[src/hdl/vertex_rotate_project_defines.svh]
// ----------------------------------------------------------------------------
// vertex_rotate_project_defines.svh
// Assertion macros shared by the vertex rotate/project RTL.
// ----------------------------------------------------------------------------
`ifndef VERTEX_ROTATE_PROJECT_DEFINES_SVH
`define VERTEX_ROTATE_PROJECT_DEFINES_SVH

`ifndef ASSERT_OFF
// checked outside reset
`define VRP_ASSERT(name, prop) \
   name: assert property (@(posedge clock) disable iff (reset) prop) \
      else $error("vertex_rotate_project: assertion failed");
// checked in every cycle, reset included
`define VRP_ASSERT_ALWAYS(name, prop) \
   name: assert property (@(posedge clock) prop) \
      else $error("vertex_rotate_project: assertion failed");
`else
`define VRP_ASSERT(name, prop)
`define VRP_ASSERT_ALWAYS(name, prop)
`endif

`endif

[src/hdl/vrp_pkg.sv]
// ----------------------------------------------------------------------------
// vrp_pkg
// Types and constants of the vertex rotate/project pipeline.
// ----------------------------------------------------------------------------
package vrp_pkg;

   localparam int COORD_W   = 16;
   localparam int CFG_W     = 16;
   localparam int CSR_IDX_W = 8;
   localparam int SCR_W     = 12;
   localparam int PROD_W    = 32;
   localparam int SUM_W     = 33;
   localparam int WIDE_W    = 49;
   localparam int ROT_W     = 52;
   localparam int NUM_W     = 64;
   localparam int FRAC_SH   = 14;
   localparam int DIV_STEPS = 12;
   localparam int ROT_STAGES  = 4;
   localparam int PREP_STAGES = 3;
   localparam int PIPE_DEPTH  = ROT_STAGES + PREP_STAGES + DIV_STEPS;

   // viewer distance 160 and centre term 120*160, both at Q.36
   localparam logic signed [NUM_W-1:0] VIEW_OFF   = 64'sd160 <<< 36;
   localparam logic signed [NUM_W-1:0] CENTER_OFF = 64'sd19200 <<< 36;

   localparam logic signed [SCR_W-1:0] SCR_MAX = 12'sd2047;
   localparam logic signed [SCR_W-1:0] SCR_MIN = -12'sd2048;

   typedef enum logic [CSR_IDX_W-1:0] {
      REG_COS_PITCH = 8'd0,
      REG_SIN_PITCH = 8'd1,
      REG_COS_YAW   = 8'd2,
      REG_SIN_YAW   = 8'd3
   } csr_index_type;

   typedef struct packed {
      logic [CFG_W-1:0] cos_pitch;
      logic [CFG_W-1:0] sin_pitch;
      logic [CFG_W-1:0] cos_yaw;
      logic [CFG_W-1:0] sin_yaw;
   } rot_cfg_type;

endpackage

[src/hdl/vrp_divider.sv]
// ----------------------------------------------------------------------------
// vrp_divider
// Pipelined restoring divider, one quotient bit per stage, 12 stages.
// ----------------------------------------------------------------------------
module vrp_divider (
   input  logic                              clock,
   input  logic [vrp_pkg::NUM_W-1:0]         num,
   input  logic [vrp_pkg::NUM_W-1:0]         den,
   output logic [vrp_pkg::DIV_STEPS-1:0]     quo
);
   import vrp_pkg::*;

   logic [NUM_W-1:0]     rem_ff [DIV_STEPS];
   logic [NUM_W-1:0]     den_ff [DIV_STEPS];
   logic [DIV_STEPS-1:0] quo_ff [DIV_STEPS];
   logic [NUM_W-1:0]     rem_src [DIV_STEPS];
   logic [NUM_W-1:0]     den_src [DIV_STEPS];
   logic [DIV_STEPS-1:0] quo_src [DIV_STEPS];
   logic [NUM_W-1:0]     rem_in [DIV_STEPS];
   logic [DIV_STEPS-1:0] quo_in [DIV_STEPS];

   always_comb begin
      for (int j = 0; j < DIV_STEPS; j++) begin
         if (j == 0) begin
            rem_src[j] = num;
            den_src[j] = den;
            quo_src[j] = '0;
         end else begin
            rem_src[j] = rem_ff[j-1];
            den_src[j] = den_ff[j-1];
            quo_src[j] = quo_ff[j-1];
         end
         // stage j decides quotient bit DIV_STEPS-1-j
         if (rem_src[j] >= (den_src[j] << (DIV_STEPS - 1 - j))) begin
            rem_in[j] = rem_src[j] - (den_src[j] << (DIV_STEPS - 1 - j));
            quo_in[j] = quo_src[j] | (DIV_STEPS'(1) << (DIV_STEPS - 1 - j));
         end else begin
            rem_in[j] = rem_src[j];
            quo_in[j] = quo_src[j];
         end
      end
   end

   always_ff @(posedge clock) begin
      for (int j = 0; j < DIV_STEPS; j++) begin
         rem_ff[j] <= rem_in[j];
         den_ff[j] <= den_src[j];
         quo_ff[j] <= quo_in[j];
      end
   end

   assign quo = quo_ff[DIV_STEPS-1];

endmodule

[config.mk]
export PLATFORM = sky130hd
export DESIGN_NAME = vrp_divider
export DESIGN_NICKNAME = d
export VERILOG_FILES = /design/src/hdl/vertex_rotate_project_defines.svh /design/src/hdl/vrp_pkg.sv /design/src/hdl/vrp_divider.sv
export SDC_FILE = /design/constraint.sdc
export NUM_CORES = 2
export LEC_CHECK = 0
export BUFFER_PORTS_ARGS = -buffer_cell sky130_fd_sc_hd__buf_2
export CAP_MARGIN = 20
export CORE_MARGIN = 2
export CORE_UTILIZATION = 40
export CTS_CLUSTER_DIAMETER = 80
export CTS_CLUSTER_SIZE = 28
export DETAILED_ROUTE_END_ITERATION = 7
export HOLD_SLACK_MARGIN = 0.03
export PLACE_DENSITY_LB_ADDON = 0.3
export RECOVER_POWER = 50
export SLEW_MARGIN = 20
export SYNTH_ARGS = -nofsm -noshare
export SYNTH_HDL_FRONTEND = slang
export SYNTH_SLANG_ARGS = --single-unit
export TNS_END_PERCENT = 30
[constraint.sdc]
create_clock -name clock -period 4.12 [get_ports clock]
set_input_delay 0.412 -clock clock [delete_from_list [all_inputs] [get_ports clock]]
set_output_delay 0.412 -clock clock [all_outputs]
set_load 0.005 [all_outputs]
After elaboration in Yosys (flattened, before gate mapping)
Memory sizes are Yosys's and may differ from the RTL's. Cells that the tools add are included.

Memories kept: 3. Flip-flop bits (word level): 0. Bits in writable memories: 1680. Output and inout port bits: 12. Bits of input ports: 129. Word-level logic and storage cells: 51.

$lt $le $gt $ge: 12. Multiplexer cells: 24. $add $sub $neg: 12.

Memories: den_ff (depth 12, bits a word 64, rd ports 11, clocked after memory_dff 0, write ports 12, line vrp_divider.sv:14) `logic [NUM_W-1:0] den_ff [DIV_STEPS];`; rem_ff (depth 12, bits a word 64, rd ports 11, clocked after memory_dff 0, write ports 12, line vrp_divider.sv:13) `logic [NUM_W-1:0] rem_ff [DIV_STEPS];`; quo_ff (depth 12, bits a word 12, rd ports 12, clocked after memory_dff 0, write ports 12, line vrp_divider.sv:15) `logic [DIV_STEPS-1:0] quo_ff [DIV_STEPS];`.

Operator list (count): $ge A64 B64 Y1 (12); $mux W64 (12); $sub A64 B64 Y64 (12); $mux W12 (1); $mux W11 (1); $mux W10 (1); $mux W9 (1); $mux W8 (1); $mux W7 (1); $mux W6 (1); $mux W5 (1); $mux W4 (1); $mux W3 (1); $mux W2 (1); $mux W1 (1).

Logic depth before layout (Yosys ltp)
An unclocked memory read counts as a cell.

Word-level depth: 3. Depth in mapped cells: 17. Gate-level depth less buffers: 15.

Worst setup path after synthesis
Ideal clock, no wire load.

Path type: reg-to-reg. From: mem rem_ff[4][6]. To: mem rem_ff[5][60]. Stages on the path, launching flop included: 17. Clock period less this slack: 3.564 ns. Required time: 3.999 ns. Path buffers: 1. Library setup time: 0.121 ns. Slack: 0.556 ns. Arrival: 3.443 ns. Path through: dfxtp_1 > inv_1 > ha_1 > inv_1 > fa_1 > a21o_1 > a21oi_1 > o21bai_1 > o31a_1 > a31oi_1 > nor3_1 > or3_1 > clkbuf_1 > a211oi_1 > o31ai_1 > xor2_1 > mux2_2.

RTL lines (line): start: declaration (vrp_divider.sv:13).

==> out/summary.txt <==
Status -> complete, no violations
Max cap viols -> 0
Crit-path max FO -> 4
Port Buffers -> 140
CTS max path bufs -> 3
WP data required -> 4.76 ns
# IOs -> 141
Mapped Cells -> 9,089
DRC viols -> 0
Max VDD drop -> 0.416 mV
Avg Cell Area, Syn -> 8.54 um2
Syn Std Cell Area -> 77,600 um2
RSZ-0062 raised after global routing -> yes
RR Startpoint -> den_ff[9][4]$_DFF_P_
Worst hold path type -> in2reg
Startpoint types -> flip-flop
Worst EP arrival -> 4.68 ns
Tmin final -> 4.04 ns
Period Utilization, post-route -> 98.0%
Final Setup Violations -> 0
Fraction of registers with async set/reset -> 0%
Synth Register Bits -> 1,486
Pre-antenna DRT Iters -> 6
CTS buffer count -> 96
Chip height -> 444 um
Met2 WL -> 90,400 um
Vias -> 62,700
Detailed Route Iter0 Violations -> 4,303
Core ar. -> 193,000 um2
P&R area growth vs syn -> 11.7%
DR WL/cell -> 17.0 um
PD cells -> 829 nW/um2
Pins Over Slew Limit -> 0
Syn nets -> 9,931
CTS Sinks -> 1,486
Clk root buf -> clkbuf_16
Setup slack, reg-to-reg -> 0.08 ns
First-pass GRT wire length -> 320,000 um
Initial antenna violation count -> 2
Vias in the first global route -> 61,600
Clk Latency, worst-skew pair -> 0.76 ns
Syn. warnings -> 0
Worst Skew -> 0.0317 ns
Initial core utilization -> 40.3%
All-Layer GR Usage -> 19.7%
DRT Wirelength -> 202,000 um
Gr ovfl total -> 0
Post-synthesis sequential area ratio -> 38.3%
EDFF count, synth -> 0
Top sig layer -> met4
Routability cong. -> 0.934
P_leak -> 40.5 nW
Fin cells -> 11,900
Kind of critical path -> reg2reg
FMAX -> 248 MHz
Hold Path Sink -> den_ff[0][63]$_DFF_P_
HP Start -> den[63]
Final design utilization -> 45.0%
TritonCTS clock tree -> built
Total power -> 0.0718 W
Fillers -> 18,700
Worst r2r path cells -> 16
Die Footprint -> 198,000 um2
RR Endpoint -> rem_ff[10][60]$_DFF_P_
ANT nets after route -> 0
CP Capture Type -> flip-flop
Metal3 WL -> 7520 um
Via density -> 5.28
Share of layout cells above drive strength 1 -> 7.11%
WL met1 -> 94,600 um
Worst Max-Slew Pin Slew -> 0.839 ns
Die width -> 444 um
WHS Path Cells -> 2
Nets -> 10,100
Placed Cells -> 11,600
Slew headroom -> 42.6%
Main synth FF type -> dfxtp_1
Clock-pin slew on the worst setup and hold paths -> 0.10 ns
Post-synth cell types -> 88
Final hold viol count -> 0
Dpl hpwl -> 162,000 um
Pin count of the biggest net entering global routing -> 116
# rows -> 161
H-tree depth -> 3
==> cell families (layout without fill, tap and decap cells) <==
group           count (synthesis)  after routing  share of synthesized area (%)
buf+inv                      1248           1508                           6.10
mux                           142            142                           2.04
simple gates                 2175           2175                           13.3
fa+ha+maj                     713            713                           11.6
flops                        1486           1486                           38.3
xor+xnor                      568            568                           6.41
compound gates               2757           2757                           22.2
other cells                     0              1                              0
==> Yosys cell counts, types with 62 or more instances <==
| library cell | instances | share of area, % |
|---|---|---|
| nor2b_1 | 94 | 0.76 |
| ha_1 | 702 | 11 |
| mux2_2 | 128 | 1.9 |
| xnor2_1 | 322 | 3.6 |
| a21o_1 | 469 | 4.5 |
| o21a_1 | 93 | 0.90 |
| clkbuf_1 | 346 | 1.7 |
| xor2_1 | 246 | 2.8 |
| o21bai_1 | 127 | 1.2 |
| nor2_1 | 496 | 2.4 |
| o21ai_0 | 667 | 4.3 |
| and3_1 | 71 | 0.57 |
| a211oi_1 | 62 | 0.60 |
| nand2_1 | 775 | 3.7 |
| nand3_1 | 131 | 0.84 |
| inv_1 | 865 | 4.2 |
| a31oi_1 | 66 | 0.53 |
| nor3_1 | 116 | 0.75 |
| dfxtp_1 | 1486 | 38 |
| a21oi_1 | 854 | 5.5 |
| nand4_1 | 216 | 1.7 |
| nand2b_1 | 67 | 0.54 |
==> metal layers <==
| layer | vias up | track usage (%) |
|---|---|---|
| li1 | 32100 | - |
| met1 | 28500 | 25.7 |
| met2 | 1630 | 33.0 |
| met3 | 428 | 2.03 |
| met4 | 0 | 8.62 |
| met5 | - | 0 |
==> sequential cells by signal, indices dropped and copies added, names as in the netlist <==
register and count:
quo_ff 78, den_ff 704, rem_ff 704
==> worst max path at each step <==
stage | from | endpoint | slack [ns]
global route | rem_ff[1][9]$_DFF_P_ | rem_ff[2][63]$_DFF_P_ | -0.05
floorplan | rem_ff[4][6]$_DFF_P_ | rem_ff[5][60]$_DFF_P_ | 0.56
detailed placement | rem_ff[9][1]$_DFF_P_ | rem_ff[10][59]$_DFF_P_ | 0.17
finish | den_ff[9][4]$_DFF_P_ | rem_ff[10][60]$_DFF_P_ | 0.08
global placement | den_ff[9][4]$_DFF_P_ | rem_ff[10][56]$_DFF_P_ | 0.22
CTS | rem_ff[9][1]$_DFF_P_ | rem_ff[10][59]$_DFF_P_ | 0.15
==> timing repair <==
item	in CTS	in global routing
hold buffers	128	0
resized for setup	0	8
buffers inserted	0	3
hold endpoints to repair	128	0
endpoints found under the setup margin	0	51
==> critical path, cell delays in order, from the launching register on <==
cell and delay (ns):
dfxtp_1 0.37, inv_1 0.05, ha_1 0.33, nand3_1 0.14, o21bai_1 0.23, a31oi_1 0.26, o21ai_0 0.12, buf_4 0.16
a2111oi_0 0.73, buf_4 0.24, o21ai_0 0.09, buf_4 0.18, nand2_1 0.11, a21oi_1 0.19, o31ai_1 0.45, xnor2_1 0.17
o21ai_0 0.09
==> report_power, final <==
part	switching, W	internal [W]	leakage (nW)
sequential	0.00249	0.0185	12.5
combinational	0.0228	0.0169	26.2
clock	0.00596	0.00520	1.76
total	0.0312	0.0406	40.5
==> layout make-up <==
type                    instances  area, um2  share of cell area, %
well taps                    2526       3160                   3.65
flip-flops and latches       1486      29700                   34.3
multi-input cells            6355      43200                   49.9
inverters                     866       3250                   3.75
diodes                          1       2.50                0.00289
clock inverters                76       1200                   1.38
repair buffers                465       3560                   4.11
clock buffers                 101       2480                   2.87
==> cell usage in the layout (no fill, tap or decap), drive strengths merged, types with 33 or more instances in the layout <==
cell type       n
inv           906
nor4           33
a21oi         854
dfxtp        1486
a31oi          67
nor2          496
mux2          129
a21boi         38
o21bai        127
xnor2         322
o31ai          58
and3           71
o211ai         42
clkbuf        161
nand3         131
o21a           93
nand4         216
a211oi         63
nand2         775
nor2b          94
buf           277
nor3          117
xor2          246
nand2b         67
dlygate4sd3   128
and2           42
o21ai         683
a21o          469
ha            702
==> per-stage QoR <==
step           hold WS (ns)  setup WS [ns]  TNS (ns)  cell area, um2
3_3_place_gp          0.310          0.222         0           81700
3_5_place_dp          0.312          0.168         0           81700
4_1_cts               0.205          0.153         0           86700
5_1_grt               0.221        -0.0457    -0.106           86700
2_1_floorplan         0.310          0.556         0           77600
6_report              0.276         0.0816         0           86700
(Power assumes the default switching activity.)
